File: config.mk
export PLATFORM = sky130hd
export DESIGN_NAME = rac_addr_flat
export DESIGN_NICKNAME = d
export VERILOG_FILES = /design/src/rtl/rac_pkg.sv /design/src/rtl/rac_if.sv /design/src/rtl/rac_addr.sv /design/src/flat_wrapper.sv
export SDC_FILE = /design/constraint.sdc
export NUM_CORES = 1
export LEC_CHECK = 0
export ABC_AREA = 0
export CAP_MARGIN = 30
export CELL_PAD_IN_SITES_DETAIL_PLACEMENT = 0
export CELL_PAD_IN_SITES_GLOBAL_PLACEMENT = 1
export CORE_ASPECT_RATIO = 0.5
export CORE_MARGIN = 1.5
export CORE_UTILIZATION = 40
export CTS_BUF_LIST = sky130_fd_sc_hd__clkbuf_4 sky130_fd_sc_hd__clkbuf_8
export DETAILED_ROUTE_END_ITERATION = 8
export DONT_BUFFER_PORTS = 1
export HOLD_SLACK_MARGIN = 0.15
export PLACE_DENSITY = 0.76
export SYNTH_ARGS = -nofsm -noshare
export SYNTH_HDL_FRONTEND = slang
export SYNTH_SLANG_ARGS = --single-unit
File: constraint.sdc
create_clock -name clk -period 7.64 [get_ports clk]
set_clock_uncertainty 0.2 [all_clocks]
set_input_delay 1.146 -clock clk [delete_from_list [all_inputs] [get_ports clk]]
set_output_delay 1.146 -clock clk [all_outputs]
set_load 0.005 [all_outputs]
File: src/rtl/rac_pkg.sv
// ----------------------------------------------------------------------------
// rac_pkg
// Shared types, constants and helpers for the rgb alpha compositor.
// ----------------------------------------------------------------------------
package rac_pkg;

    localparam int SCREEN_WIDTH_DEF  = 320;
    localparam int SCREEN_HEIGHT_DEF = 240;

    localparam int COL_W   = 9;
    localparam int ROW_W   = 8;
    localparam int CH_W    = 8;
    localparam int PIX_W   = 24;
    localparam int POS_W   = 11;   // holds any screen dimension up to 2047
    localparam int PADDR_W = 5;
    localparam int PDATA_W = 32;
    localparam int SUM_W   = 16;

    localparam logic [CH_W-1:0] CH_MAX = 8'd255;

    typedef enum logic
    {
        KIND_BG_WRITE = 1'b0,
        KIND_BLEND    = 1'b1
    } kind_t;

    typedef enum logic [2:0]
    {
        REG_FG_RED         = 3'd0,
        REG_FG_GREEN       = 3'd1,
        REG_FG_BLUE        = 3'd2,
        REG_FIXED_BG_RED   = 3'd3,
        REG_FIXED_BG_GREEN = 3'd4,
        REG_FIXED_BG_BLUE  = 3'd5,
        REG_USE_FIXED_BG   = 3'd6
    } reg_idx_t;

    typedef struct packed
    {
        logic [CH_W-1:0] red;
        logic [CH_W-1:0] green;
        logic [CH_W-1:0] blue;
    } rgb_t;

    typedef struct packed
    {
        rgb_t fg;
        rgb_t fixed_bg;
        logic use_fixed_bg;
    } cfg_t;

    // position and sideband that travel with a blend item
    typedef struct packed
    {
        logic [COL_W-1:0] col;
        logic [ROW_W-1:0] row;
        rgb_t             alpha;
        logic             last;
    } blend_tag_t;

    typedef struct packed
    {
        kind_t            kind;
        blend_tag_t       tag;
        logic             on_screen;
        logic [PIX_W-1:0] wpix;
    } s1_item_t;

    typedef struct packed
    {
        blend_tag_t       tag;
        logic             on_screen;
        logic [PIX_W-1:0] pix;
    } s2_item_t;

    // exact floor(x/255) for x below 65280
    function automatic logic [CH_W-1:0] div255(input logic [SUM_W-1:0] x);
        logic [SUM_W:0] t;
        t = {1'b0, x} + {9'd0, x[SUM_W-1:8]} + 17'd1;
        return t[15:8];
    endfunction

endpackage

File: src/rtl/rac_if.sv
// ----------------------------------------------------------------------------
// rac_in_if / rac_out_if
// Valid/ready channels for the compositor input items and result pixels.
// ----------------------------------------------------------------------------
interface rac_in_if;
    logic                      valid;
    logic                      ready;
    logic                      kind;
    logic [rac_pkg::COL_W-1:0] pixel_col;
    logic [rac_pkg::ROW_W-1:0] pixel_row;
    logic [rac_pkg::CH_W-1:0]  alpha_red;
    logic [rac_pkg::CH_W-1:0]  alpha_green;
    logic [rac_pkg::CH_W-1:0]  alpha_blue;
    logic [rac_pkg::PIX_W-1:0] bg_write_pixel;
    logic                      last_pixel;

    modport source
    (
        output valid, kind, pixel_col, pixel_row, alpha_red, alpha_green,
               alpha_blue, bg_write_pixel, last_pixel,
        input  ready
    );
    modport sink
    (
        input  valid, kind, pixel_col, pixel_row, alpha_red, alpha_green,
               alpha_blue, bg_write_pixel, last_pixel,
        output ready
    );
endinterface


File: src/rtl/rac_addr.sv
// ----------------------------------------------------------------------------
// rac_addr
// Input stage: range check and column-major frame store address.
// ----------------------------------------------------------------------------
module rac_addr #(
    parameter int SCREEN_WIDTH  = rac_pkg::SCREEN_WIDTH_DEF,
    parameter int SCREEN_HEIGHT = rac_pkg::SCREEN_HEIGHT_DEF,
    parameter int ADDR_W        = 17
) (
    input  logic              clk,
    input  logic              rst_n,
    rac_in_if.sink            pix_in,
    input  logic              s1_ready,
    output logic              s1_valid,
    output rac_pkg::s1_item_t s1_item,
    output logic [ADDR_W-1:0] s1_addr
);

    logic              s1_valid_reg;
    logic              s1_valid_next;
    rac_pkg::s1_item_t s1_item_reg;
    rac_pkg::s1_item_t s1_item_next;
    logic [ADDR_W-1:0] s1_addr_reg;
    logic [ADDR_W-1:0] s1_addr_next;
    logic              en;
    logic [31:0]       lin;

    assign en           = !s1_valid_reg || s1_ready;
    assign pix_in.ready = en;

    always_comb
    begin
        s1_valid_next = s1_valid_reg;
        if (en)
        begin
            s1_valid_next = pix_in.valid;
        end

        s1_item_next.kind            = rac_pkg::kind_t'(pix_in.kind);
        s1_item_next.tag.col         = pix_in.pixel_col;
        s1_item_next.tag.row         = pix_in.pixel_row;
        s1_item_next.tag.alpha.red   = pix_in.alpha_red;
        s1_item_next.tag.alpha.green = pix_in.alpha_green;
        s1_item_next.tag.alpha.blue  = pix_in.alpha_blue;
        s1_item_next.tag.last        = pix_in.last_pixel;
        s1_item_next.wpix            = pix_in.bg_write_pixel;
        s1_item_next.on_screen =
            (rac_pkg::POS_W'(pix_in.pixel_col) < rac_pkg::POS_W'(SCREEN_WIDTH)) &&
            (rac_pkg::POS_W'(pix_in.pixel_row) < rac_pkg::POS_W'(SCREEN_HEIGHT));

        // column-major: col*height + row
        lin = 32'(pix_in.pixel_col) * 32'(SCREEN_HEIGHT) + 32'(pix_in.pixel_row);
        s1_addr_next = s1_item_next.on_screen ? lin[ADDR_W-1:0] : '0;
    end

    always_ff @(posedge clk or negedge rst_n)
    begin
        if (!rst_n)
        begin
            s1_valid_reg <= 1'b0;
        end
        else
        begin
            s1_valid_reg <= s1_valid_next;
        end
    end

    always_ff @(posedge clk)
    begin
        if (en)
        begin
            s1_item_reg <= s1_item_next;
            s1_addr_reg <= s1_addr_next;
        end
    end

    assign s1_valid = s1_valid_reg;
    assign s1_item  = s1_item_reg;
    assign s1_addr  = s1_addr_reg;

endmodule

File: src/flat_wrapper.sv
// flat-port wrapper written by rule: the top's interface ports become plain ports
module rac_addr_flat 
#(
    parameter int SCREEN_WIDTH  = rac_pkg::SCREEN_WIDTH_DEF,
    parameter int SCREEN_HEIGHT = rac_pkg::SCREEN_HEIGHT_DEF,
    parameter int ADDR_W        = 17
)
  (clk, rst_n, s1_ready, s1_valid, s1_item, s1_addr, pix_in_valid, pix_in_kind, pix_in_pixel_col, pix_in_pixel_row, pix_in_alpha_red, pix_in_alpha_green, pix_in_alpha_blue, pix_in_bg_write_pixel, pix_in_last_pixel, pix_in_ready);
  rac_in_if pix_in_i ();
  input  logic clk;
  input  logic rst_n;
  input  logic s1_ready;
  output logic s1_valid;
  output rac_pkg::s1_item_t s1_item;
  output logic [ADDR_W-1:0] s1_addr;
  input wire logic [$bits(pix_in_i.valid)-1:0] pix_in_valid;
  input wire logic [$bits(pix_in_i.kind)-1:0] pix_in_kind;
  input wire logic [$bits(pix_in_i.pixel_col)-1:0] pix_in_pixel_col;
  input wire logic [$bits(pix_in_i.pixel_row)-1:0] pix_in_pixel_row;
  input wire logic [$bits(pix_in_i.alpha_red)-1:0] pix_in_alpha_red;
  input wire logic [$bits(pix_in_i.alpha_green)-1:0] pix_in_alpha_green;
  input wire logic [$bits(pix_in_i.alpha_blue)-1:0] pix_in_alpha_blue;
  input wire logic [$bits(pix_in_i.bg_write_pixel)-1:0] pix_in_bg_write_pixel;
  input wire logic [$bits(pix_in_i.last_pixel)-1:0] pix_in_last_pixel;
  output wire logic [$bits(pix_in_i.ready)-1:0] pix_in_ready;
  assign pix_in_i.valid = pix_in_valid;
  assign pix_in_i.kind = pix_in_kind;
  assign pix_in_i.pixel_col = pix_in_pixel_col;
  assign pix_in_i.pixel_row = pix_in_pixel_row;
  assign pix_in_i.alpha_red = pix_in_alpha_red;
  assign pix_in_i.alpha_green = pix_in_alpha_green;
  assign pix_in_i.alpha_blue = pix_in_alpha_blue;
  assign pix_in_i.bg_write_pixel = pix_in_bg_write_pixel;
  assign pix_in_i.last_pixel = pix_in_last_pixel;
  assign pix_in_ready = pix_in_i.ready;
  rac_addr #(.SCREEN_WIDTH(SCREEN_WIDTH), .SCREEN_HEIGHT(SCREEN_HEIGHT), .ADDR_W(ADDR_W)) u_core (.clk(clk), .rst_n(rst_n), .pix_in(pix_in_i), .s1_ready(s1_ready), .s1_valid(s1_valid), .s1_item(s1_item), .s1_addr(s1_addr));
endmodule
# Word-level counts from Yosys, hierarchy flattened
# Index checks and enable logic that the tools add are counted.
dict set report word_totals {
  reg_bits 86
  latch_bits 0
  ram_bits 0
  romBits 0
  memories 0
}
dict set report classes {
  add_sub_neg 1
  n_mul 1
  div 0
  order_cmp 2
  eq_ne 0
  shifts 0
  muxes 0
  bitwise_logic 0
  reduce_logical 3
}
# operator count
set op_table {}
lappend op_table {{17-bit by 8-bit adder with 17-bit output} 1}
lappend op_table {{9-bit by 4-bit multiplier with 13-bit output (second input constant)} 1}
lappend op_table {{9-bit less-than comparator (second input constant)} 1}
lappend op_table {{8-bit less-than comparator (second input constant)} 1}
lappend op_table {{1-bit logical AND} 1}
lappend op_table {{1-bit logical NOT} 1}
lappend op_table {{1-bit logical OR} 1}

# Logic depth before layout (Yosys ltp)
# Gate-level depths: netlist of the first run.
dict set report depth {
  depth_word 2
  mapped_depth 12
  ltp_nobuf 12
}

# Least setup slack after synthesis of the first run
# OpenSTA, ideal clock, no wires.
dict set report synth_timing {
  path_type {input to output}
  start {input s1_ready}
  end {output pix_in_ready}
  arrival_ns 3.269
  required_time_ns 6.294
  path_slack_ns 3.025
  path_stages 1
  cell_sequence {nand2b_1}
}
dict set report synth_via {
  elab_chain_cells 1
}
# item line_no
set synth_rtl {}
lappend synth_rtl {{start, declared} flat_wrapper.sv:12} ;# input logic s1_ready;
lappend synth_rtl {{1-bit logical OR} rac_addr.sv:28} ;# assign en = !s1_valid_reg || s1_ready;
lappend synth_rtl {{end, declared} flat_wrapper.sv:25} ;# output wire logic [$bits(pix_in_i.ready)-1:0] pix_in_ready;
# Every way passes these cells.

# Worst setup path in the final report of the first run
dict set report layout_timing {
  start {input pix_in_pixel_col[0]}
  end {register u_core.s1_addr_reg[16] (netlist: u_core.s1_addr[16]), data pin}
}
dict set report layout_via {
  elab_chain_cells 2
}
# item line_no
set layout_rtl {}
lappend layout_rtl {{start, declared} flat_wrapper.sv:18} ;# input wire logic [$bits(pix_in_i.pixel_col)-1:0] pix_in_pixel_col;
lappend layout_rtl {{9-bit by 4-bit multiplier with 13-bit output / 9-bit less-than comparator (equally long branches)} {rac_addr.sv:52, rac_addr.sv:48}}
lappend layout_rtl {{17-bit by 8-bit adder with 17-bit output / 1-bit logical AND (equally long branches)} {rac_addr.sv:52, rac_addr.sv:48}}
lappend layout_rtl {{end signal, assigned} rac_addr.sv:73} ;# s1_addr_reg <= s1_addr_next;
lappend layout_rtl {{end, declared} rac_addr.sv:23} ;# logic [ADDR_W-1:0] s1_addr_reg;
# Parallel ways exist; a longest one is shown, timed or not.
# A chain may end at the register's enable or synchronous reset.

==> results of run 1 <==
[layer usage]
| metal | wire length (microns) | GRT usage | vias up |
|---|---|---|---|
| met3 | 511 | 0.0567 | 10 |
| met5 | 0 | 0 | - |
| met2 | 3780 | 0.246 | 69 |
| met1 | 2820 | 0.152 | 1001 |
| li1 | - | - | 970 |
| met4 | 114 | 0.0572 | 0 |
[layout make-up]
cell class | instances | area [sq um] | area share
clock inverter | 6 | 72.6 | 0.0166
sequential | 86 | 2580 | 0.590
multi-input combinational | 145 | 1290 | 0.295
tap | 135 | 169 | 0.0387
timing repair buffer | 1 | 7.51 | 0.00172
clock buffer | 10 | 131 | 0.0301
inverter | 32 | 120 | 0.0275
[placed cells by master (no fill, tap or decap), drive strengths merged, types with 4 or more instances in the layout]
cell | netlist | final
nor3b | 4 | 4
ha | 20 | 20
nand2 | 8 | 8
xnor2 | 10 | 10
and3 | 7 | 7
xor2 | 4 | 4
clkbuf | 1 | 10
edfxtp | 85 | 85
inv | 32 | 33
a21oi | 8 | 8
o21ai | 10 | 10
fa | 16 | 16
nor2 | 16 | 16
nor3 | 5 | 5
[cells by family (layout without fill, tap and decap cells)]
group,Yosys count,in the layout,synth area share
adders and majority gates,36,36,0.143
AOI/OAI and AO/OA,34,34,0.0605
xor gates and xnor gates,14,14,0.0326
buffers and inverters,34,49,0.0323
DFF,86,86,0.646
and+or+nand+nor,60,60,0.0828
muxes,1,1,0.00251
[power by group through the flow]
stage	Clock (mW)	Combinational (mW)	Sequential, mW
4_1_cts	0.331	0.328	0.619
3_3_place_gp	0	0.319	0.628
3_5_place_dp	0	0.327	0.630
6_report	0.320	0.324	0.617
2_1_floorplan	0	0.271	0.621
5_1_grt	0.352	0.369	0.624
[stage by stage]
| step | utilization | instances | cell area, sq um | worst slack (ns) |
|---|---|---|---|---|
| finish | 0.456 | 415 | 4370 | 3.27 |
| global route | 0.456 | 415 | 4370 | 3.05 |
| CTS | 0.456 | 415 | 4370 | 3.27 |
| detailed placement | 0.435 | 399 | 4160 | 2.89 |
| global placement | 0.435 | 399 | 4160 | 2.93 |
| floorplan | - | 265 | 3990 | 3.02 |
[path summary, 6_finish.rpt]
check,cells past startpoint,startpoint,slack [ns],to
worst max register to register,2,u_core.s1_valid,5.61,u_core.s1_item[0]
worst min register to register,1,u_core.s1_valid,0.69,u_core.s1_item[47]
worst min-delay path,0,rst_n,0.28,u_core.s1_valid
worst max-delay path,11,pix_in_pixel_col[0],3.27,u_core.s1_addr[16]
max in group asynchronous,0,rst_n,6.90,u_core.s1_valid
min in group clk,0,pix_in_alpha_green[4],0.68,u_core.s1_item[38]
==> flow_summary_export.csv, run 1 <==
group,metric,value,unit
critical_path,cp-start-kind,"input pin",
cts,cts_tree,"done",
routing,wl,7.23,mm
grt,grt_pass1_wl,10.7,mm
critical_path,cp_max_fo,4,
critical_path,worstPathBufferInverterCount,2,
grt,grt_use_total,0.139,
power,intPower,0.884,mW
power,seqPwrFrac,0.490,
power,power.density,289,nW/um^2
routing,ant_nets,0,
yosys,synth_top_flop_cell,"edfxtp_1",
critical_path,end_kind,"flop",
timing,timing.hold.ws,0.277,ns
routing,dr_total_vias,2050,
final_layout,syn_to_final_growth,9.50,%
yosys,syn_inst,265,
power,pwr-share-clk,0.254,
timing,slew_headroom,0.477,
floorplan,coreArea,9570,sq um
critical_path,path_common_cell,"fa_1",
cts,cts_buffer_depth,2,
critical_path,crit_type,"in -> reg",
yosys,synth_seq_cells,86,
grt,antenna_found_initial,0,
yosys,synth-edff-count,85,
critical_path,cp_cell_sequence,"fa_1 -> inv_1 -> fa_1 -> fa_1 -> inv_1 -> ha_1 -> a21o_1 -> and3_1 -> or4b_4 -> nor4_1 -> mux2i_1",
yosys,synth-async-reset-ratio,0.0116,
placement,dp_hpwl,5.68,mm
job,drv_cap,0,
floorplan,die_y,73.6,microns
floorplan,rows,25,
cts,post_cts.repair.setup_buffers,0,
final_layout,layout.nets,382,
routing,drt-wirelength-per-cell,17.4,microns
yosys,syn_area,3990,sq um
final_layout,largest_register_ffs,68,
timing,fin_crit_sh,0.572,
yosys,synth_top_cell_by_area,"edfxtp_1",
critical_path,worstPathRequired,7.55,ns
timing,fmax,0.229,GHz
timing,finalHoldViolations,0,
timing,rsz0062_at_grt,"no",
critical_path,crit_slowest_cell,"fa_1",
placement,port_buffers,0,
yosys,synth_area_leaders,"edfxtp_1, fa_1, ha_1",
grt,grt_remaining_overflow,0,
status,outcome,"complete, no violations",
floorplan,num_io_pins,158,
yosys,yosys_warnings,0,
cts,htreeDepth,3,
final_layout,drive_gt1_frac,0.111,
power,irDropWorstVdd,87.6,uV
placement,gp_congestion,0.742,
routing,first_iter_violations,109,
yosys,yosys-top-cells-count,"edfxtp_1, inv_1, ha_1",
yosys,synth_top_area_frac,0.640,
routing,via_per_inst,4.94,
floorplan,die_w,144,microns
yosys,syn_area_per_cell,15.1,sq um
yosys,synth_most_common_cell,"edfxtp_1",
timing,tightestPinTransition,0.785,ns
floorplan,initial_core_util,0.417,
cts,clk_latency,0.35,ns
yosys,ys_seq_area_frac,0.646,
cts,cts_resized,0,
cts,hold_buffers,0,
yosys,ys_types,45,
power,comb_power_share,0.257,
grt,grt_max_degree,67,
routing,drcViolationCount,0,
cts,path_clk_slew,0.09,ns
floorplan,die-area,10600,sq um
critical_path,cp_top_family,"adder cells",
timing,setup_viol,0,
yosys,syn_nets,372,
critical_path,cpPeakStageDelay,0.54,ns
power,power.total,1.26,mW
critical_path,crit_arrival,4.28,ns
routing,drtPass1Iterations,4,
final_layout,diodes,0,
power,sw_frac_of_total,0.299,
timing,slew_viol_final,0,
final_layout,nFillCells,847,
grt,grt_pass1_vias,2020,
hold_path,hold_path_class,"in -> async",
cts,cts_inserted_buffers,9,
power,net-switching-power,0.376,mW
timing,setup_tns,0,ns
timing,fin_crit,4.37,ns
cts,cts_sinks,86,
cts,cts_root_buffer,"clkbuf_8",
power,leakagePower,1.69,nW
Note: power is estimated with default switching activity, not from simulation.
==> run 2: changes to the inputs <==
Settings changed: PLACE_DENSITY 0.76 to 0.78.
Clock period 7.64 ns to 3.88 ns, I/O delays scaled along.
==> flow_summary_export.csv, run 2 (synthesis gave the netlist of run 1 again) <==
group,metric,value,unit
status,outcome,"complete, no violations",
routing,first_iter_violations,61,
power,leakagePower,2.16,nW
cts,post_cts.repair.setup_buffers,0,
timing,timing.hold.ws,0.242,ns
timing,slew_headroom,0.607,
floorplan,rows,25,
power,pwr-share-clk,0.264,
final_layout,layout.nets,480,
critical_path,worstPathBufferInverterCount,2,
cts,cts_sinks,86,
critical_path,cp_max_fo,4,
timing,setup_viol,0,
placement,dp_hpwl,5.75,mm
critical_path,worstRegToRegCells,2,
power,irDropWorstVdd,215,uV
critical_path,worstPathRequired,3.87,ns
power,sw_frac_of_total,0.276,
grt,grt_pass1_vias,2460,
power,seqPwrFrac,0.429,
power,net-switching-power,0.781,mW
cts,cts_tree,"done",
cts,clk_latency,0.34,ns
grt,grt_remaining_overflow,0,
timing,fin_crit,3.76,ns
timing,fin_crit_sh,0.968,
critical_path,crit_arrival,3.75,ns
grt,antenna_found_initial,0,
cts,cts_buffer_depth,2,
job,drv_cap,0,
placement,port_buffers,0,
routing,wl,8.23,mm
routing,drcViolationCount,0,
final_layout,drive_gt1_frac,0.167,
grt,grt_use_total,0.157,
critical_path,cpPeakStageDelay,0.57,ns
timing,fmax,0.266,GHz
critical_path,end_kind,"flop",
hold_path,hold_path_class,"in -> async",
cts,path_clk_slew,0.08,ns
power,power.density,529,nW/um^2
critical_path,crit_slowest_cell,"fa_1",
final_layout,multi_input_area,1310,sq um
floorplan,initial_core_util,0.417,
floorplan,coreArea,9570,sq um
placement,place_ws,-0.228,ns
floorplan,die_w,144,microns
final_layout,syn_to_final_growth,34.2,%
power,intPower,2.05,mW
routing,via_per_inst,4.81,
floorplan,die_y,73.6,microns
routing,dr_total_vias,2469,
final_layout,largest_register_ffs,68,
critical_path,path_common_cell,"fa_1",
timing,slew_viol_final,0,
critical_path,cp_top_family,"adder cells",
critical_path,cp_cell_sequence,"fa_1 -> inv_1 -> fa_1 -> fa_1 -> inv_2 -> ha_4 -> a21o_1 -> and3_1 -> or4b_4 -> or3_1 -> a21oi_1",
power,comb_power_share,0.306,
timing,rsz0062_at_grt,"no",
grt,grt_pass1_wl,12.2,mm
floorplan,die-area,10600,sq um
placement,gp_congestion,0.755,
critical_path,r2r_end,"u_core.s1_item[64]",
routing,ant_nets,0,
cts,htreeDepth,3,
final_layout,diodes,0,
timing,setup_ws,0.122,ns
critical_path,r2r_slack,2.11,ns
routing,drt-wirelength-per-cell,16.0,microns
grt,grt_max_degree,88,
floorplan,num_io_pins,158,
timing,finalHoldViolations,0,
critical_path,crit_type,"in -> reg",
cts,cts_root_buffer,"clkbuf_8",
final_layout,regArea,2580,sq um
cts,cts_inserted_buffers,9,
routing,drtPass1Iterations,4,
final_layout,final_common_cell,"edfxtp_1",
final_layout,nFillCells,787,
final_layout,mostFrequentLayoutCells,"edfxtp_1, dlygate4sd3_1, inv_1, buf_4, ha_1",
timing,tightestPinTransition,0.589,ns
critical_path,cp-start-kind,"input pin",
critical_path,reg2reg_from,"u_core.s1_valid",
==> run 2: worst max path at each step <==
stage,cells past startpoint,from,endpoint
after floorplan,11,pix_in_pixel_col[0],u_core.s1_addr[14]
after global placement,11,pix_in_pixel_col[0],u_core.s1_addr[14]
after detailed placement,11,pix_in_pixel_col[0],u_core.s1_addr[14]
after CTS,11,pix_in_pixel_col[0],u_core.s1_addr[14]
after global routing,11,pix_in_pixel_col[0],u_core.s1_addr[14]
final,11,pix_in_pixel_col[0],u_core.s1_addr[14]
==> run 2: worst reg2reg max path: stages, from the launching register on <==
cell      delay [ns]
dfrtp_1         0.44
nand2b_4        0.46
buf_12          0.33
==> run 2: what timing repair did <==
action | CTS | global route
hold buffers | 69 | 0
setup endpoints to repair | 0 | 1
gates resized for setup | 0 | 1
endpoints found under the hold margin | 69 | 0
==> run 2: area by class of cell <==
class,instances,share of cell area
Clock inverter,6,0.0217
Multi-Input combinational cell,145,0.245
Sequential cell,86,0.482
Clock buffer,10,0.0245
Inverter,32,0.0224
Timing Repair Buffer,99,0.173
Tap cell,135,0.0316
==> run 2: metrics by stage <==
stage                     TNS, ns  power [mW]   util  instances  cell area (sq um)
after CTS                       0        2.85  0.557        512               5330
after global placement     -0.515        2.02  0.459        427               4390
final                           0        2.83  0.559        513               5350
after floorplan            -0.122        1.77      -        265               4010
after global routing            0        2.99  0.559        513               5350
after detailed placement   -0.764        2.04  0.459        427               4390
==> run 2: power groups by stage <==
stage          Clock [mW]  Combinational, mW  Sequential, mW
6_report            0.748              0.866            1.21
5_1_grt             0.798              0.962            1.23
4_1_cts             0.770              0.866            1.22
3_5_place_dp            0              0.803            1.24
3_3_place_gp            0              0.782            1.24
2_1_floorplan           0              0.545            1.22
==> run 2: per-layer routing <==
metal	routed length (microns)	track usage	vias to the layer above
li1	-	-	1170
met1	3140	0.161	1225
met2	4590	0.307	65
met3	399	0.0463	9
met4	99	0.0539	0
met5	0	0	-
==> run 3: changes to the inputs <==
Settings changed: ABC_AREA 0 to 1, PLACE_DENSITY 0.78 to 0.8.
==> flow_summary_export.csv, run 3 <==
group,metric,value,unit
status,outcome,"complete, no violations",
yosys,syn_inst,343,
timing,setup_tns,0,ns
timing,fin_crit,3.51,ns
cts,path_clk_slew,0.08,ns
cts,cts_sinks,86,
timing,slew_headroom,0.500,
floorplan,num_io_pins,158,
final_layout,nFillCells,836,
yosys,ys_types,20,
placement,dp_hpwl,6.03,mm
final_layout,largest_register_ffs,68,
job,drv_cap,0,
yosys,synth-xor-area-share,0.00214,
grt,grt_pass1_wl,13.2,mm
final_layout,final_area,5180,sq um
power,irDropWorstVdd,197,uV
yosys,synth-edff-count,85,
critical_path,cp-start-kind,"input pin",
cts,cts_inserted_buffers,9,
yosys,synth_compound_area_frac,0.0229,
timing,fin_crit_sh,0.904,
timing,finalHoldViolations,0,
placement,placed_area,4320,sq um
timing,fmax,0.285,GHz
yosys,synth-async-reset-ratio,0.0116,
cts,cts_tree,"done",
yosys,synth_top_family_by_area,"simple AND/OR/NAND/NOR gates",
cts,cts_buffer_depth,2,
critical_path,end_kind,"flop",
floorplan,coreArea,9700,sq um
routing,first_iter_violations,79,
yosys,syn_area,4090,sq um
grt,antenna_found_initial,0,
cts,htreeDepth,3,
yosys,yosys_warnings,0,
critical_path,worstSetupStartpoint,"pix_in_pixel_col[0]",
final_layout,final_common_cell,"edfxtp_1",
cts,cts_root_buffer,"clkbuf_8",
yosys,synth_seq_cells,86,
yosys,synth_most_common_cell,"edfxtp_1",
yosys,yosys-top-cells-count,"edfxtp_1, inv_1, nand2_1",
grt,grt_remaining_overflow,0,
routing,ant_nets,0,
timing,slew_viol_final,0,
hold_path,hold_path_class,"in -> async",
yosys,synth_top_flop_cell,"edfxtp_1",
yosys,synth_fa_ha_area_frac,0.139,
critical_path,reg2reg_from,"u_core.s1_valid",
timing,tightestPinTransition,0.750,ns
timing,setup_viol,0,
floorplan,die-area,10900,sq um
critical_path,crit_type,"in -> reg",
yosys,syn_nets,450,
power,power.density,473,nW/um^2
yosys,syn_area_per_cell,11.9,sq um
final_layout,syn_to_final_growth,26.6,%
final_layout,layout.nets,537,
floorplan,die_y,74.5,microns
critical_path,cp_max_fo,4,
final_layout,mostFrequentLayoutCells,"edfxtp_1, inv_1, dlygate4sd3_1, nand2_1, nor2_1",
timing,rsz0062_at_grt,"no",
grt,grt_max_degree,59,
cts,clk_latency,0.34,ns
floorplan,die_w,146,microns
critical_path,crit_arrival,3.51,ns
final_layout,drive_gt1_frac,0.0876,
routing,drt-wirelength-per-cell,15.0,microns
yosys,synth_top_cell_by_area,"edfxtp_1",
yosys,muxShareOfSynthArea,0,
yosys,synth_area_leaders,"edfxtp_1, fa_1, inv_1",
floorplan,rows,25,
critical_path,worstPathRequired,3.89,ns
final_layout,diodes,0,
placement,port_buffers,0,
routing,via_per_inst,4.57,
routing,wl,8.52,mm
placement,gp_congestion,0.779,
yosys,synth-simple-area-share,0.140,
routing,dr_total_vias,2599,
grt,grt_use_total,0.163,
cts,post_cts.repair.setup_buffers,0,
grt,grt_pass1_vias,2499,
yosys,synth_top_area_frac,0.624,
routing,drcViolationCount,0,
routing,drtPass1Iterations,4,
power,leakagePower,2.27,nW
floorplan,initial_core_util,0.422,
timing,timing.hold.ws,0.248,ns
yosys,ys_seq_area_frac,0.630,
[run 3: cell types whose count changed after synthesis, moves of 6 or more]
| cell | change |
|---|---|
| a21oi_1 | +6 |
| and3_1 | -7 |
| inv_1 | +37 |
| nand2_1 | +59 |
| nand2_2 | +8 |
| nand3_1 | +17 |
| nor2_1 | +9 |
| xnor2_1 | -9 |
[run 3: layout make-up]
class / count / area (sq um) / area share
Clock inverter: 6 / 45.0 / 0.00870
Sequential cell: 86 / 2580 / 0.498
Clock buffer: 9 / 124 / 0.0239
Tap cell: 135 / 169 / 0.0326
Multi-Input combinational cell: 186 / 1250 / 0.242
Inverter: 71 / 267 / 0.0514
Timing Repair Buffer: 76 / 743 / 0.143
[run 3: power by group]
| part | total [mW] | internal, mW | switching, mW |
|---|---|---|---|
| Clock | 0.554 | 0.234 | 0.320 |
| Combinational | 0.696 | 0.267 | 0.429 |
| Sequential | 1.20 | 1.15 | 0.0545 |
| Total | 2.45 | 1.65 | 0.804 |
[run 3: cell families (layout without fill, tap and decap cells)]
group,count (synthesis),after routing
AO/OA/AOI/OAI,18,18
XOR/XNOR,1,1
adder cells (fa/ha/maj),36,36
buffers and inverters,71,162
flip-flops,86,86
AND/OR/NAND/NOR,131,131
[run 3: final timing paths]
path / end / slack (ns) / depth (start not counted)
setup / recovery: u_core.s1_addr[16] / 0.37 / 17
hold / removal: u_core.s1_valid / 0.25 / 1
setup reg to reg: u_core.s1_item[51] / 2.00 / 2
hold reg to reg: u_core.s1_valid / 0.85 / 2
max in group asynchronous: u_core.s1_valid / 3.13 / 1
min in group clk: u_core.s1_addr[3] / 0.25 / 2
[run 3: through the flow]
| step | power (mW) | setup WS (ns) | util | cells |
|---|---|---|---|---|
| 3_3_place_gp | 1.86 | 0.0360 | 0.446 | 485 |
| 6_report | 2.45 | 0.374 | 0.534 | 569 |
| 3_5_place_dp | 1.87 | 0.00368 | 0.446 | 485 |
| 5_1_grt | 2.63 | 0.124 | 0.534 | 569 |
| 2_1_floorplan | 1.71 | 0.116 | - | 343 |
| 4_1_cts | 2.49 | 0.381 | 0.534 | 569 |
[run 3: repair_timing]
action	in CTS	in global routing
hold buffers	69	0
gates resized for setup	0	0
hold endpoints to repair	69	0
[run 3: critical path, stage by stage]
cell and delay (ns):
fa_1 0.55, inv_1 0.05, fa_1 0.47, fa_1 0.49, inv_1 0.04, ha_1 0.30, nand2_1 0.06, nor2_1 0.09
nor2_1 0.06, nor2_1 0.13, buf_4 0.13, nand3_2 0.08, nor2_2 0.12, nand4_1 0.11, nor2_1 0.11, nor2_1 0.05
nor2_1 0.10
[run 3: routing by layer]
layer	vias to the layer above	share of wire	wire length, microns	GRT usage
li1	1298	-	-	-
met4	0	0.011	96	0.0550
met2	84	0.52	4440	0.302
met5	-	0	0	0
met1	1208	0.41	3520	0.187
met3	9	0.054	456	0.0472
