## src/rtl/rac_pkg.sv

```systemverilog
// ----------------------------------------------------------------------------
// rac_pkg
// Shared types, constants and helpers for the rgb alpha compositor.
// ----------------------------------------------------------------------------
package rac_pkg;

    localparam int SCREEN_WIDTH_DEF  = 320;
    localparam int SCREEN_HEIGHT_DEF = 240;

    localparam int COL_W   = 9;
    localparam int ROW_W   = 8;
    localparam int CH_W    = 8;
    localparam int PIX_W   = 24;
    localparam int POS_W   = 11;   // holds any screen dimension up to 2047
    localparam int PADDR_W = 5;
    localparam int PDATA_W = 32;
    localparam int SUM_W   = 16;

    localparam logic [CH_W-1:0] CH_MAX = 8'd255;

    typedef enum logic
    {
        KIND_BG_WRITE = 1'b0,
        KIND_BLEND    = 1'b1
    } kind_t;

    typedef enum logic [2:0]
    {
        REG_FG_RED         = 3'd0,
        REG_FG_GREEN       = 3'd1,
        REG_FG_BLUE        = 3'd2,
        REG_FIXED_BG_RED   = 3'd3,
        REG_FIXED_BG_GREEN = 3'd4,
        REG_FIXED_BG_BLUE  = 3'd5,
        REG_USE_FIXED_BG   = 3'd6
    } reg_idx_t;

    typedef struct packed
    {
        logic [CH_W-1:0] red;
        logic [CH_W-1:0] green;
        logic [CH_W-1:0] blue;
    } rgb_t;

    typedef struct packed
    {
        rgb_t fg;
        rgb_t fixed_bg;
        logic use_fixed_bg;
    } cfg_t;

    // position and sideband that travel with a blend item
    typedef struct packed
    {
        logic [COL_W-1:0] col;
        logic [ROW_W-1:0] row;
        rgb_t             alpha;
        logic             last;
    } blend_tag_t;

    typedef struct packed
    {
        kind_t            kind;
        blend_tag_t       tag;
        logic             on_screen;
        logic [PIX_W-1:0] wpix;
    } s1_item_t;

    typedef struct packed
    {
        blend_tag_t       tag;
        logic             on_screen;
        logic [PIX_W-1:0] pix;
    } s2_item_t;

    // exact floor(x/255) for x below 65280
    function automatic logic [CH_W-1:0] div255(input logic [SUM_W-1:0] x);
        logic [SUM_W:0] t;
        t = {1'b0, x} + {9'd0, x[SUM_W-1:8]} + 17'd1;
        return t[15:8];
    endfunction

endpackage

```

## src/rtl/rac_if.sv

```systemverilog


interface rac_out_if;
    logic                      valid;
    logic                      ready;
    logic [rac_pkg::CH_W-1:0]  out_red;
    logic [rac_pkg::CH_W-1:0]  out_green;
    logic [rac_pkg::CH_W-1:0]  out_blue;
    logic [rac_pkg::COL_W-1:0] out_col;
    logic [rac_pkg::ROW_W-1:0] out_row;
    logic                      out_last;

    modport source
    (
        output valid, out_red, out_green, out_blue, out_col, out_row, out_last,
        input  ready
    );
    modport sink
    (
        input  valid, out_red, out_green, out_blue, out_col, out_row, out_last,
        output ready
    );
endinterface

```

## src/rtl/rac_mix.sv

```systemverilog
// ----------------------------------------------------------------------------
// rac_mix
// Blend stages: per-channel weighted sum, then divide by 255 into the
// output register.
// ----------------------------------------------------------------------------
module rac_mix (
    input  logic              clk,
    input  logic              rst_n,
    input  rac_pkg::cfg_t     cfg,
    input  logic              s2_valid,
    input  rac_pkg::s2_item_t s2_item,
    output logic              s2_ready,
    rac_out_if.source         pix_out
);

    typedef struct packed
    {
        logic [rac_pkg::SUM_W-1:0] red;
        logic [rac_pkg::SUM_W-1:0] green;
        logic [rac_pkg::SUM_W-1:0] blue;
    } sum_t;

    logic                s3_valid_reg;
    logic                s3_valid_next;
    sum_t                s3_sum_reg;
    sum_t                s3_sum_next;
    rac_pkg::blend_tag_t s3_tag_reg;
    logic                out_valid_reg;
    logic                out_valid_next;
    rac_pkg::rgb_t       out_rgb_reg;
    rac_pkg::rgb_t       out_rgb_next;
    rac_pkg::blend_tag_t out_tag_reg;
    rac_pkg::rgb_t       bg;
    logic                en3;
    logic                en4;

    function automatic logic [rac_pkg::SUM_W-1:0] wsum(
        input logic [rac_pkg::CH_W-1:0] a,
        input logic [rac_pkg::CH_W-1:0] fg,
        input logic [rac_pkg::CH_W-1:0] b
    );
        logic [rac_pkg::SUM_W-1:0] p_fg;
        logic [rac_pkg::SUM_W-1:0] p_bg;
        p_fg = rac_pkg::SUM_W'(a) * rac_pkg::SUM_W'(fg);
        p_bg = (rac_pkg::SUM_W'(rac_pkg::CH_MAX) - rac_pkg::SUM_W'(a)) * rac_pkg::SUM_W'(b);
        return p_fg + p_bg;
    endfunction

    assign en4      = !out_valid_reg || pix_out.ready;
    assign en3      = !s3_valid_reg || en4;
    assign s2_ready = en3;

    always_comb
    begin
        if (cfg.use_fixed_bg)
        begin
            bg = cfg.fixed_bg;
        end
        else if (s2_item.on_screen)
        begin
            bg = rac_pkg::rgb_t'(s2_item.pix);
        end
        else
        begin
            bg = '0;
        end

        s3_sum_next.red   = wsum(s2_item.tag.alpha.red,   cfg.fg.red,   bg.red);
        s3_sum_next.green = wsum(s2_item.tag.alpha.green, cfg.fg.green, bg.green);
        s3_sum_next.blue  = wsum(s2_item.tag.alpha.blue,  cfg.fg.blue,  bg.blue);

        s3_valid_next = en3 ? s2_valid : s3_valid_reg;

        out_rgb_next.red   = rac_pkg::div255(s3_sum_reg.red);
        out_rgb_next.green = rac_pkg::div255(s3_sum_reg.green);
        out_rgb_next.blue  = rac_pkg::div255(s3_sum_reg.blue);

        out_valid_next = en4 ? s3_valid_reg : out_valid_reg;
    end

    always_ff @(posedge clk or negedge rst_n)
    begin
        if (!rst_n)
        begin
            s3_valid_reg  <= 1'b0;
            out_valid_reg <= 1'b0;
        end
        else
        begin
            s3_valid_reg  <= s3_valid_next;
            out_valid_reg <= out_valid_next;
        end
    end

    always_ff @(posedge clk)
    begin
        if (en3)
        begin
            s3_sum_reg <= s3_sum_next;
            s3_tag_reg <= s2_item.tag;
        end
        if (en4)
        begin
            out_rgb_reg <= out_rgb_next;
            out_tag_reg <= s3_tag_reg;
        end
    end

    assign pix_out.valid     = out_valid_reg;
    assign pix_out.out_red   = out_rgb_reg.red;
    assign pix_out.out_green = out_rgb_reg.green;
    assign pix_out.out_blue  = out_rgb_reg.blue;
    assign pix_out.out_col   = out_tag_reg.col;
    assign pix_out.out_row   = out_tag_reg.row;
    assign pix_out.out_last  = out_tag_reg.last;

endmodule

```

## src/flat_wrapper.sv

```systemverilog
// flat-port wrapper written by rule: the top's interface ports become plain ports
module rac_mix_flat 
  (clk, rst_n, cfg, s2_valid, s2_item, s2_ready, pix_out_valid, pix_out_out_red, pix_out_out_green, pix_out_out_blue, pix_out_out_col, pix_out_out_row, pix_out_out_last, pix_out_ready);
  rac_out_if pix_out_i ();
  input  logic clk;
  input  logic rst_n;
  input  rac_pkg::cfg_t cfg;
  input  logic s2_valid;
  input  rac_pkg::s2_item_t s2_item;
  output logic s2_ready;
  output wire logic [$bits(pix_out_i.valid)-1:0] pix_out_valid;
  output wire logic [$bits(pix_out_i.out_red)-1:0] pix_out_out_red;
  output wire logic [$bits(pix_out_i.out_green)-1:0] pix_out_out_green;
  output wire logic [$bits(pix_out_i.out_blue)-1:0] pix_out_out_blue;
  output wire logic [$bits(pix_out_i.out_col)-1:0] pix_out_out_col;
  output wire logic [$bits(pix_out_i.out_row)-1:0] pix_out_out_row;
  output wire logic [$bits(pix_out_i.out_last)-1:0] pix_out_out_last;
  input wire logic [$bits(pix_out_i.ready)-1:0] pix_out_ready;
  assign pix_out_valid = pix_out_i.valid;
  assign pix_out_out_red = pix_out_i.out_red;
  assign pix_out_out_green = pix_out_i.out_green;
  assign pix_out_out_blue = pix_out_i.out_blue;
  assign pix_out_out_col = pix_out_i.out_col;
  assign pix_out_out_row = pix_out_i.out_row;
  assign pix_out_out_last = pix_out_i.out_last;
  assign pix_out_i.ready = pix_out_ready;
  rac_mix u_core (.clk(clk), .rst_n(rst_n), .cfg(cfg), .s2_valid(s2_valid), .s2_item(s2_item), .s2_ready(s2_ready), .pix_out(pix_out_i));
endmodule
```

## config.mk

```make
export PLATFORM = sky130hd
export DESIGN_NAME = rac_mix_flat
export DESIGN_NICKNAME = d
export VERILOG_FILES = /design/src/rtl/rac_pkg.sv /design/src/rtl/rac_if.sv /design/src/rtl/rac_mix.sv /design/src/flat_wrapper.sv
export SDC_FILE = /design/constraint.sdc
export NUM_CORES = 1
export LEC_CHECK = 0
export BUFFER_PORTS_ARGS = -buffer_cell sky130_fd_sc_hd__buf_2
export CELL_PAD_IN_SITES_DETAIL_PLACEMENT = 1
export CELL_PAD_IN_SITES_GLOBAL_PLACEMENT = 2
export CORE_ASPECT_RATIO = 1.1
export CORE_MARGIN = 10
export CORE_UTILIZATION = 40
export CTS_BUF_LIST = sky130_fd_sc_hd__clkbuf_4
export CTS_CLUSTER_DIAMETER = 100
export DETAILED_ROUTE_END_ITERATION = 7
export GPL_TIMING_DRIVEN = 0
export PLACE_DENSITY_LB_ADDON = 0.08
export SETUP_SLACK_MARGIN = 0.05
export SLEW_MARGIN = 20
export SYNTH_ARGS = -nofsm -noshare
export SYNTH_HDL_FRONTEND = slang
export SYNTH_SLANG_ARGS = --single-unit
```

## constraint.sdc

```tcl
create_clock -name clk -period 3.75 [get_ports clk]
set_clock_uncertainty 0.05 [all_clocks]
set_input_delay 0.375 -clock clk [delete_from_list [all_inputs] [get_ports clk]]
set_output_delay 0.375 -clock clk [all_outputs]
set_load 0.01 [all_outputs]
```

### Yosys cells after proc, flatten, opt, wreduce, memory -nomap -nowiden

Index checks and enable logic that the tools add are counted.

* register bits after elaboration: 110
* output and inout port bits: 44

* add/sub/neg operators: 12
* $mul: 6
* muxes and demuxes: 2
* reduce and logical (&&, ||, !) cells: 4

Operator list (number)
* $add A16 B1 Y16 const B: 3
* $add A16 B16 Y16: 3
* $add A16 B8 Y16: 3
* $mul A16 B8 Y16: 3
* $mul A8 B8 Y16: 3
* $mux W24: 2
* $sub A8 B8 Y9 const A: 3
* $logic_not A1 Y1: 2
* $logic_or A1 B1 Y1: 2

### Depth between registers and ports, before layout

Gate-level depths: netlist of run 1.

* depth after elaboration: 4
* depth in mapped cells: 24

### Least setup slack after synthesis of run 1

OpenSTA, ideal clock, no wires.

* kind: in2reg
* from: in cfg[0] in the netlist's numbering
* to: reg u_core.s3_sum_reg[31] in the netlist's numbering, data pin
* arrival: 6.185 ns
* setup slack: -2.748 ns
* stages: 20
* cell sequence: clkbuf_1 -> nor2b_1 -> clkbuf_1 -> a22oi_1 -> or2_2 -> fa_1 -> inv_1 -> fa_1 -> fa_1 -> fa_1 -> fa_1 -> inv_1 -> fa_1 -> inv_1 -> ha_1 -> and3_2 -> a221o_1 -> a211o_2 -> o41ai_2 -> xnor2_1

RTL lines
* start: declaration: RTL line flat_wrapper.sv:7 `input rac_pkg::cfg_t cfg;`
* end signal: assignment: RTL line rac_mix.sv:99 `s3_sum_reg <= s3_sum_next;`
* end: declaration: RTL line rac_mix.sv:25 `sum_t s3_sum_reg;`

==> results of run 1 <==
-- area by class of cell --
class	instances	area [µm²]
Timing Repair Buffer	291	2080
Multi-Input combinational cell	1182	13400
Antenna cell	2	5.00
Tap cell	567	709
Sequential cell	110	3290
Buffer	28	188
Clock buffer	9	67.6
Fill cell	4730	21000
Inverter	423	1590
Clock inverter	7	91.3
-- logic make-up (layout without fill, tap and decap cells) --
kind of cell / Yosys count / in the layout
fa+ha+maj: 498 / 498
other cells: 0 / 2
xor+xnor: 68 / 68
simple gates: 489 / 489
flops: 110 / 110
compound gates: 127 / 127
buf+inv: 452 / 758
-- per-layer routing --
| layer | wire [µm] | part of all wire | global-route usage |
|---|---|---|---|
| met1 | 20900 | 0.41 | 0.237 |
| met5 | 0 | 0 | 0 |
| met3 | 1330 | 0.026 | 0.0216 |
| met4 | 780 | 0.015 | 0.0352 |
| met2 | 27400 | 0.54 | 0.363 |
-- critical path, cell delays in order --
cell	delay (ps)
buf_6	100
nor2b_4	130
buf_6	110
buf_12	140
a22oi_2	460
nor2_2	110
fa_1	540
inv_1	50
fa_1	520
inv_2	40
fa_1	540
fa_1	460
fa_1	500
inv_1	50
fa_1	500
inv_2	50
ha_4	210
and3_4	140
a221o_1	360
a211o_4	400
o31ai_4	290
xnor2_2	110
-- what timing repair did --
item                                    4_1_cts  5_1_grt
endpoints found under the setup margin       39       39
hold buffers                                 20        0
hold endpoints to repair                     21        0
pin swaps                                    49       91
gates cloned                                  1        0
buffers inserted                             67       40
resized for setup                            99      140
-- synthesized netlist by cell type (all sizes together) (2+ instances only) --
| cell type | count | area (µm²) |
|---|---|---|
| inv | 423 | 1590 |
| fa | 288 | 5770 |
| ha | 210 | 2630 |
| nor2 | 163 | 612 |
| nand2 | 118 | 443 |
| edfxtp | 108 | 3240 |
| and2 | 95 | 594 |
| xnor2 | 57 | 499 |
| or2 | 55 | 344 |
| a21oi | 34 | 174 |
| clkbuf | 29 | 109 |
| a22oi | 23 | 173 |
| o21ai | 22 | 110 |
| nand3 | 15 | 75.1 |
| xor2 | 11 | 96.3 |
| nor2b | 10 | 62.6 |
| and3 | 9 | 57.6 |
| nand2b | 8 | 50.1 |
| a21o | 7 | 52.6 |
| o21a | 7 | 52.6 |
| a31oi | 4 | 25.0 |
| nand4 | 4 | 25.0 |
| nor3 | 4 | 20.0 |
| o22ai | 4 | 25.0 |
| a31o | 3 | 26.3 |
| nor4 | 3 | 18.8 |
| a2111o | 2 | 22.5 |
| a211o | 2 | 18.8 |
| a221o | 2 | 20.0 |
| dfrtp | 2 | 50.1 |
| o211ai | 2 | 15.0 |
| o21bai | 2 | 15.0 |
| o31ai | 2 | 15.0 |
| o41ai | 2 | 25.0 |
| or3 | 2 | 12.5 |
-- per-stage QoR --
stage	instances	cell area [µm²]	hold slack, ps	utilization	setup slack (ps)
final	2619	21400	90.8	0.505	-2260
after detailed placement	2479	19200	119	0.453	-3100
after floorplan	1744	17600	29.4	-	-2190
after CTS	2582	20600	72.3	0.486	-2240
after global routing	2618	21400	41.2	0.505	-2380
after global placement	2473	19100	114	0.451	-3100
-- worst paths after layout --
path | from | end | slack [ps] | cells after the start
setup / recovery | s2_item[24] | u_core.s3_sum_reg[29]$_DFFE_PP_ | -2260 | 22
hold / removal | rst_n | u_core.pix_out.valid$_DFFE_PN0P_ | 90 | 2
setup reg to reg | u_core.s3_sum_reg[41]$_DFFE_PP_ | u_core.pix_out.out_red[7]$_DFFE_PP_ | 1400 | 7
hold reg to reg | u_core.s3_tag_reg[40]$_DFFE_PP_ | u_core.pix_out.out_col[7]$_DFFE_PP_ | 380 | 0
max in group asynchronous | rst_n | u_core.s3_valid_reg$_DFFE_PN0P_ | 3470 | 2
min in group clk | cfg[33] | u_core.s3_sum_reg[16]$_DFFE_PP_ | 370 | 3
-- power groups by stage --
| stage | Sequential, mW | Clock (mW) | Combinational [mW] |
|---|---|---|---|
| finish | 2.76 | 0.635 | 17.4 |
| CTS | 2.76 | 0.665 | 15.7 |
| floorplan | 2.75 | 0 | 10.3 |
| global placement | 2.79 | 0 | 13.5 |
| global route | 2.81 | 0.715 | 19.5 |
| detailed placement | 2.80 | 0 | 13.8 |
-- layout by cell type, fill, tap and decap left out, drive strengths merged, types with 8 or more instances in the layout --
master,count
nand2,118
fa,288
and2,95
xnor2,57
xor2,11
dlygate4sd3,20
nor2b,10
nand3,15
a22oi,23
and3,9
ha,210
nand2b,8
a21oi,34
buf,271
o21ai,22
nor2,163
inv,427
clkbuf,37
edfxtp,108
or2,55
==> reports/results.ini, run 1 <==
[critical_path]
cp_max_fo = 7
crit_required_ps = 3950
worstSetupPathType = in2reg
worstPathArrival_ps = 6210
startpoint_type = input port
end_kind = flop

[logic_synthesis]
ys_types = 52
synth_top_family_by_area = adder cells
synth_xor_area_frac = 0.0347
avgSynthCellArea_um2 = 9.85
async_reset_ff_frac = 0.0182
synth-seq-area-share = 0.192
synth-edff-count = 108
yosysWarnings = 0
synth_seq_cells = 110
syn_area_um2 = 17200
synth-simple-area-share = 0.136
synth_compound_area_frac = 0.0496
synthAdderAreaFrac = 0.489
syn_inst = 1744
synth.mux.area_fraction = 0
synth_flop_cell = edfxtp_1
syn-num-nets = 2362

[die]
die_y_um = 237
die-area_um2 = 51600
initial_core_util = 0.405
io_pins = 164
core.rowCount = 79
core_area_um2 = 42400
die_w_um = 218

[detailed_routing]
wire_per_inst_um = 19.3
drt-initial-drc-count = 375
ant_nets = 0
drc = 0
dr_total_vias = 12764
drtPass1Iterations = 6
routed_wl_um = 50400
vias_per_cell = 4.87

[placed_design]
dpl.hpwl_um = 40400
gp_congestion = 0.812
io_buffer_count = 162

[outcome]
outcome = complete, but fails checks
violations = setup timing

[sta]
worstMarginPinSlew_ps = 708
clock.fmax_ghz = 0.166
finalWorstSetupSlack_ps = -2260
finalSetupTns_ps = -57720
slew_headroom = 0.528
fin_crit_sh = 1.60
setup_viol = 39
rsz0062_at_grt = yes
drv_slew = 0
finalCriticalPeriod_ps = 6010
hold_viol = 0

[grt]
grt_overflow = 0
grt_usage = 0.195
grt_pass1_wl_um = 78600
grt_max_degree = 28
grt_pass1_vias = 14286
antenna_found_initial = 1

[clock_network]
htree_levels = 3
cts.sinks = 110
cts_inserted_buffers = 9
clkLatencyLatePin_ps = 510
clockBufferDepth = 2
root_buffer = clkbuf_4
clk_pin_slew_worst_paths_ps = 220
cts_tree = yes

[job]
maxCapViolations = 0

[min_path]
holdCritPathClass = in2async

[pwr]
ir_drop_uv = 963
power.switching_mw = 9.87
p_total_mw = 20.8
combPwrFrac = 0.837
seq_power_share = 0.133
p_clk_frac = 0.030
leakage_nw = 10.4
p_per_area_nw_per_um2 = 973
internal_power_mw = 11.0
netSwitchingFraction = 0.474

[final_layout]
area_delta_synth_final_pct = 24.7
fin_nets = 2663
largest_reg_flops = 48
drive_gt1_frac = 0.270

Power figures use the tool's default switching activity.
==> run 2, diff against run 1 <==
--- a/config.mk
+++ b/config.mk
@@ -9,7 +9,6 @@
 export CELL_PAD_IN_SITES_DETAIL_PLACEMENT = 1
 export CELL_PAD_IN_SITES_GLOBAL_PLACEMENT = 2
 export CORE_ASPECT_RATIO = 1.1
-export CORE_MARGIN = 10
 export CORE_UTILIZATION = 40
 export CTS_BUF_LIST = sky130_fd_sc_hd__clkbuf_4
 export CTS_CLUSTER_DIAMETER = 100
@@ -21,3 +20,4 @@
 export SYNTH_ARGS = -nofsm -noshare
 export SYNTH_HDL_FRONTEND = slang
 export SYNTH_SLANG_ARGS = --single-unit
+export TNS_END_PERCENT = 10
==> constraint.sdc (replaced) <==
create_clock -name clk -period 3.75 [get_ports clk]
set_clock_uncertainty 0.05 [all_clocks]
set_input_delay 0.75 -clock clk [delete_from_list [all_inputs] [get_ports clk]]
set_output_delay 0.75 -clock clk [all_outputs]
set_load 0.01 [all_outputs]
==> reports/results.ini, run 2 (synthesis gave the netlist of run 1 again) <==
[pwr]
netSwitchingFraction = 0.476  ; +0.00183
internal_power_mw = 9.71  ; -11%
ir_drop_uv = 794  ; -18%
power.switching_mw = 8.80  ; -11%
p_clk_frac = 0.033  ; +0.003
seq_power_share = 0.149  ; +0.016
p_per_area_nw_per_um2 = 920  ; -5.5%
leakage_nw = 9.96  ; -3.9%
combPwrFrac = 0.818  ; -0.019

[die]
die_y_um = 219  ; -7.6%
core_area_um2 = 42300  ; -0.23%
io_pins = 164  ; unchanged
initial_core_util = 0.406  ; +0.000946
die_w_um = 200  ; -8.3%
core.rowCount = 79  ; unchanged
die-area_um2 = 43800  ; -15%

[critical_path]
r2r_cells = 7  ; unchanged
cp_max_fo = 8  ; +1
path_delay_family = adder cells
worstPathArrival_ps = 6440  ; +230 ps
slowest_stage = fa_1
worstSetupPathType = in2reg
r2r-end = u_core.pix_out.out_red[7]$_DFFE_PP_
r2r_slack_ps = 1370  ; -30 ps
end_kind = flop
cp_num_buf_inv = 7  ; unchanged
reg2reg_from = u_core.s3_sum_reg[41]$_DFFE_PP_
crit_required_ps = 3940  ; about the same
path_cells = clkbuf_16, nor2b_4, buf_12, clkbuf_16, a22oi_2, buf_4, or2_2, fa_1, fa_1, inv_1, fa_1, fa_1, fa_1, inv_1, fa_1, inv_2, ha_4, and3_4, a221o_1, a211o_4, o41ai_4, xnor2_2
cp_slowest_stage_delay_ps = 530  ; about the same
startpoint_type = input port
path_common_cell = fa_1

[final_layout]
area_delta_synth_final_pct = 17.2
final_util = 0.476  ; -0.0293
mostFrequentLayoutCell = inv_1
layout_common_cells = inv_1, fa_1, ha_1, buf_2, nor2_1
final-instance-count-excl-fill = 2550  ; -2.6%
drive_gt1_frac = 0.206  ; -0.0647
fin_nets = 2593  ; -2.6%
largest_reg_flops = 48  ; unchanged

[detailed_routing]
vias_per_cell = 4.90  ; +0.54%
drtPass1Iterations = 4  ; -2
ant_nets = 0  ; unchanged
drt-initial-drc-count = 381  ; +1.6%
wire_per_inst_um = 18.5  ; -4.0%
routed_wl_um = 47100  ; -6.6%
dr_total_vias = 12495  ; -2.1%
drc = 0  ; unchanged

[placed_design]
dp_cells = 2479  ; unchanged
dpl.hpwl_um = 38500  ; -4.8%
gp_congestion = 0.830  ; +2.1%
io_buffer_count = 162  ; unchanged

[job]
maxCapViolations = 0  ; unchanged

[grt]
antenna_found_initial = 2  ; +1
grt_pass1_vias = 13785  ; -3.5%
grt_max_degree = 29  ; +3.6%
grt_usage = 0.224  ; +0.0295
grt_use_met2 = 0.417  ; +0.0538
grt-busiest-layer = met2
use_met1 = 0.283  ; +0.0453
grt_pass1_wl_um = 74200  ; -5.7%
grt_overflow = 0  ; unchanged
met3_usage = 0.0197  ; -0.00192

[clock_network]
clkLatencyLatePin_ps = 500  ; about the same
cts_tree = yes
cts.sinks = 110  ; unchanged
clockBufferDepth = 2  ; unchanged
clk_pin_slew_worst_paths_ps = 200  ; -20 ps
cts_inserted_buffers = 9  ; unchanged
root_buffer = clkbuf_4
htree_levels = 3  ; unchanged

[outcome]
outcome = complete, but fails checks
violations = setup timing

[sta]
clock.fmax_ghz = 0.160  ; -3.9%
drv_slew = 0  ; unchanged
hold_viol = 0  ; unchanged
finalWorstSetupSlack_ps = -2500  ; -245 ps
slew_headroom = 0.534  ; +0.00540
setup_viol = 41  ; +5.1%
rsz0062_at_grt = yes
fin_crit_sh = 1.67  ; +0.0653
worstMarginPinSlew_ps = 696  ; -11.4 ps
finalCriticalPeriod_ps = 6250  ; +245 ps

[min_path]
hp-start = s2_item[60]
hold_path_end = u_core.s3_tag_reg[35]$_DFFE_PP_
holdCritPathClass = in2reg
min_delay_path_depth = 1

[run 2: power by group through the flow]
stage | sequential [mW] | clock [mW] | combinational [mW]
floorplan | 2.75 | 0 | 9.52
global placement | 2.79 | 0 | 12.6
detailed placement | 2.80 | 0 | 13.0
CTS | 2.76 | 0.627 | 14.3
global route | 2.81 | 0.666 | 17.1
finish | 2.75 | 0.607 | 15.1
[run 2: worst max path at each step]
| stage | start | end | slack [ps] | cells past startpoint |
|---|---|---|---|---|
| finish | cfg[0] | u_core.s3_sum_reg[31]$_DFFE_PP_ | -2500 | 22 |
| global route | s2_item[24] | u_core.s3_sum_reg[31]$_DFFE_PP_ | -2610 | 22 |
| CTS | s2_item[24] | u_core.s3_sum_reg[31]$_DFFE_PP_ | -2560 | 22 |
| detailed placement | cfg[0] | u_core.s3_sum_reg[47]$_DFFE_PP_ | -3640 | 21 |
| global placement | cfg[0] | u_core.s3_sum_reg[47]$_DFFE_PP_ | -3590 | 21 |
| floorplan | cfg[0] | u_core.s3_sum_reg[29]$_DFFE_PP_ | -2570 | 21 |
[run 2: per-layer routing]
layer	wire length, µm	vias up	share of wire
li1	-	5836	-
met4	599	0	0.013
met1	20100	6460	0.43
met2	25300	170	0.54
met5	0	-	0
met3	1130	29	0.024
[run 2: repair_timing]
| item | CTS | global route |
|---|---|---|
| cloned | 1 | 0 |
| setup buffers | 36 | 15 |
| pin swaps | 34 | 36 |
| gates resized for setup | 77 | 48 |
| hold buffers | 1 | 0 |
| hold endpoints to repair | 2 | 0 |
| endpoints found under the setup margin | 42 | 42 |
[run 2: cell type report]
type	instances	area, µm²
Clock buffer	9	67.6
Timing Repair Buffer	220	1340
Clock inverter	7	83.8
Tap cell	567	709
Inverter	423	1590
Multi-Input combinational cell	1182	12800
Sequential cell	110	3290
Buffer	29	208
Antenna cell	3	7.51
Fill cell	4886	22200
[run 2: metrics by stage]
step	setup WS [ps]	power, mW	hold WS [ps]	area [µm²]	TNS, ps
after floorplan	-2570	12.3	350	17300	-71430
after global placement	-3590	15.4	350	18800	-147470
after detailed placement	-3640	15.7	358	18900	-105430
after CTS	-2560	17.7	312	19800	-67580
after global routing	-2610	20.6	295	20100	-72530
final	-2500	18.5	354	20100	-68380
==> run 3, diff against run 2 <==
--- a/config.mk
+++ b/config.mk
@@ -13,8 +13,10 @@
 export CTS_BUF_LIST = sky130_fd_sc_hd__clkbuf_4
 export CTS_CLUSTER_DIAMETER = 100
 export DETAILED_ROUTE_END_ITERATION = 7
+export GPL_ROUTABILITY_DRIVEN = 0
 export GPL_TIMING_DRIVEN = 0
 export PLACE_DENSITY_LB_ADDON = 0.08
+export RECOVER_POWER = 25
 export SETUP_SLACK_MARGIN = 0.05
 export SLEW_MARGIN = 20
 export SYNTH_ARGS = -nofsm -noshare
==> reports/results.ini, run 3 (synthesis gave the netlist of run 1 again) <==
[detailed_routing]
vias_per_cell = 4.91  ; +0.14%
drtPass1Iterations = 4  ; unchanged
ant_nets = 0  ; unchanged
wire_per_inst_um = 18.5  ; about the same
drt-initial-drc-count = 382  ; +0.26%
drc = 0  ; unchanged
dr_total_vias = 12513  ; +0.14%
routed_wl_um = 47100  ; about the same

[sta]
hold_viol = 0  ; unchanged
rsz0062_at_grt = yes
setup_viol = 41  ; unchanged
finalWorstSetupSlack_ps = -2500  ; +2.92 ps
worstMarginPinSlew_ps = 1560  ; +861 ps
finalSetupTns_ps = -68150  ; +223 ps
drv_slew = 29  ; +29
slew_headroom = -0.0380  ; -0.572
hold_ws_ps = 361  ; +7.06 ps
fin_crit_sh = 1.67  ; about the same
finalCriticalPeriod_ps = 6250  ; -2.92 ps
clock.fmax_ghz = 0.160  ; about the same

[pwr]
ir_drop_uv = 793  ; about the same
p_clk_frac = 0.033  ; about the same
power.switching_mw = 8.78  ; -0.21%
combPwrFrac = 0.818  ; about the same
netSwitchingFraction = 0.475  ; -0.000506
p_total_mw = 18.5  ; -0.10%
p_per_area_nw_per_um2 = 920  ; about the same
seq_power_share = 0.149  ; about the same
leakage_nw = 9.95  ; -0.11%
internal_power_mw = 9.71  ; about the same

[clock_network]
htree_levels = 3  ; unchanged
root_buffer = clkbuf_4
clk_pin_slew_worst_paths_ps = 200  ; about the same
clockBufferDepth = 2  ; unchanged
cts.sinks = 110  ; unchanged
cts_inserted_buffers = 9  ; unchanged
clkLatencyLatePin_ps = 490  ; about the same
cts_tree = yes

[grt]
use_met1 = 0.283  ; unchanged
grt_usage = 0.224  ; unchanged
grt_max_degree = 29  ; unchanged
antenna_found_initial = 2  ; unchanged
met3_usage = 0.0197  ; unchanged
grt_pass1_wl_um = 74200  ; unchanged
grt_use_met2 = 0.417  ; unchanged
grt-busiest-layer = met2
grt_pass1_vias = 13785  ; unchanged
grt_overflow = 0  ; unchanged

[final_layout]
final-instance-count-excl-fill = 2550  ; unchanged
fin_nets = 2593  ; unchanged
area_delta_synth_final_pct = 17.1  ; about the same
largest_reg_flops = 48  ; unchanged
n_fill_cell = 4890  ; +0.082%
final_util = 0.475  ; about the same
seq_area_um2 = 3290  ; unchanged
layout_common_cells = inv_1, fa_1, ha_1, buf_2, nor2_1
mostFrequentLayoutCell = inv_1
stdcell_area_um2 = 20100  ; about the same
multi_input_area_um2 = 12800  ; about the same
drive_gt1_frac = 0.204  ; -0.00152

[placed_design]
io_buffer_count = 162  ; unchanged
dp_cells = 2479  ; unchanged
place_ws_ps = -3640  ; unchanged
placed_area_um2 = 18900  ; unchanged
dpl.hpwl_um = 38500  ; unchanged

[critical_path]
worstSetupPathType = in2reg
end_kind = flop
startpoint_type = input port
worstPathArrival_ps = 6430  ; about the same
crit_required_ps = 3930  ; about the same
cp_max_fo = 8  ; unchanged
r2r_cells = 2  ; -5
r2r-end = u_core.pix_out.out_green[5]$_DFFE_PP_
reg2reg_from = u_core.pix_out.valid$_DFFE_PN0P_
crit_path_start = cfg[0]
r2r_slack_ps = 1110  ; -260 ps

[die]
die-area_um2 = 43800  ; unchanged
die_y_um = 219  ; unchanged
core_area_um2 = 42300  ; unchanged
initial_core_util = 0.406  ; unchanged
io_pins = 164  ; unchanged
die_w_um = 200  ; unchanged
core.rowCount = 79  ; unchanged

[min_path]
min_delay_path_depth = 1  ; unchanged
hp-start = s2_item[60]
hold_path_end = u_core.s3_tag_reg[35]$_DFFE_PP_
holdCritPathClass = in2reg

[outcome]
violations = capacitance limit, slew limit, setup timing
outcome = complete, but fails checks

[job]
maxCapViolations = 1  ; +1

run 3: changes by cell type in the layout (fill, tap and decap cells not counted), sizes merged:
cell,previous run,this run
buf,220,218
clkbuf,37,39
run 3: power by group through the flow:
stage | sequential, mW | clock, mW | combinational [mW]
finish | 2.76 | 0.603 | 15.1
detailed placement | 2.80 | 0 | 13.0
floorplan | 2.75 | 0 | 9.52
global placement | 2.79 | 0 | 12.6
CTS | 2.76 | 0.627 | 14.3
global route | 2.81 | 0.666 | 17.1
run 3: final cells by class:
type                       instances  area share
sequential                       110       0.164
tap                              567      0.0353
timing repair buffer             220      0.0658
buffer                            29      0.0103
antenna                            3    0.000373
clock inverter                     7     0.00417
inverter                         423      0.0790
multi-input combinational       1182       0.638
clock buffer                       9     0.00336
run 3: metal layers:
layer	share of wire	vias up
met5	0	-
met4	0.013	0
met3	0.023	31
met2	0.54	172
met1	0.43	6477
li1	-	5833
run 3: how the worst max path moves through the flow:
stage                                      end  slack [ps]  cells past startpoint
6_report       u_core.s3_sum_reg[31]$_DFFE_PP_       -2500                     22
5_1_grt        u_core.s3_sum_reg[31]$_DFFE_PP_       -2610                     22
4_1_cts        u_core.s3_sum_reg[31]$_DFFE_PP_       -2560                     22
3_3_place_gp   u_core.s3_sum_reg[47]$_DFFE_PP_       -3590                     21
2_1_floorplan  u_core.s3_sum_reg[29]$_DFFE_PP_       -2570                     21
3_5_place_dp   u_core.s3_sum_reg[47]$_DFFE_PP_       -3640                     21
run 3: what timing repair did:
item,in CTS,in global routing
endpoints found under the setup margin,42,42
endpoints found under the hold margin,2,0
hold buffers,1,0
resized for setup,77,48
buffers inserted,36,15
gates cloned,1,0
pin swaps,34,36
run 3: critical path, cell delays in order:
cell	delay, ps
clkbuf_16	160
nor2b_4	130
buf_12	140
clkbuf_16	170
a22oi_2	60
buf_4	170
or2_2	290
fa_1	460
fa_1	490
inv_1	60
fa_1	530
fa_1	440
fa_1	500
inv_1	50
fa_1	490
inv_2	40
ha_4	230
and3_4	170
a221o_1	340
a211o_4	380
o41ai_4	260
xnor2_2	120
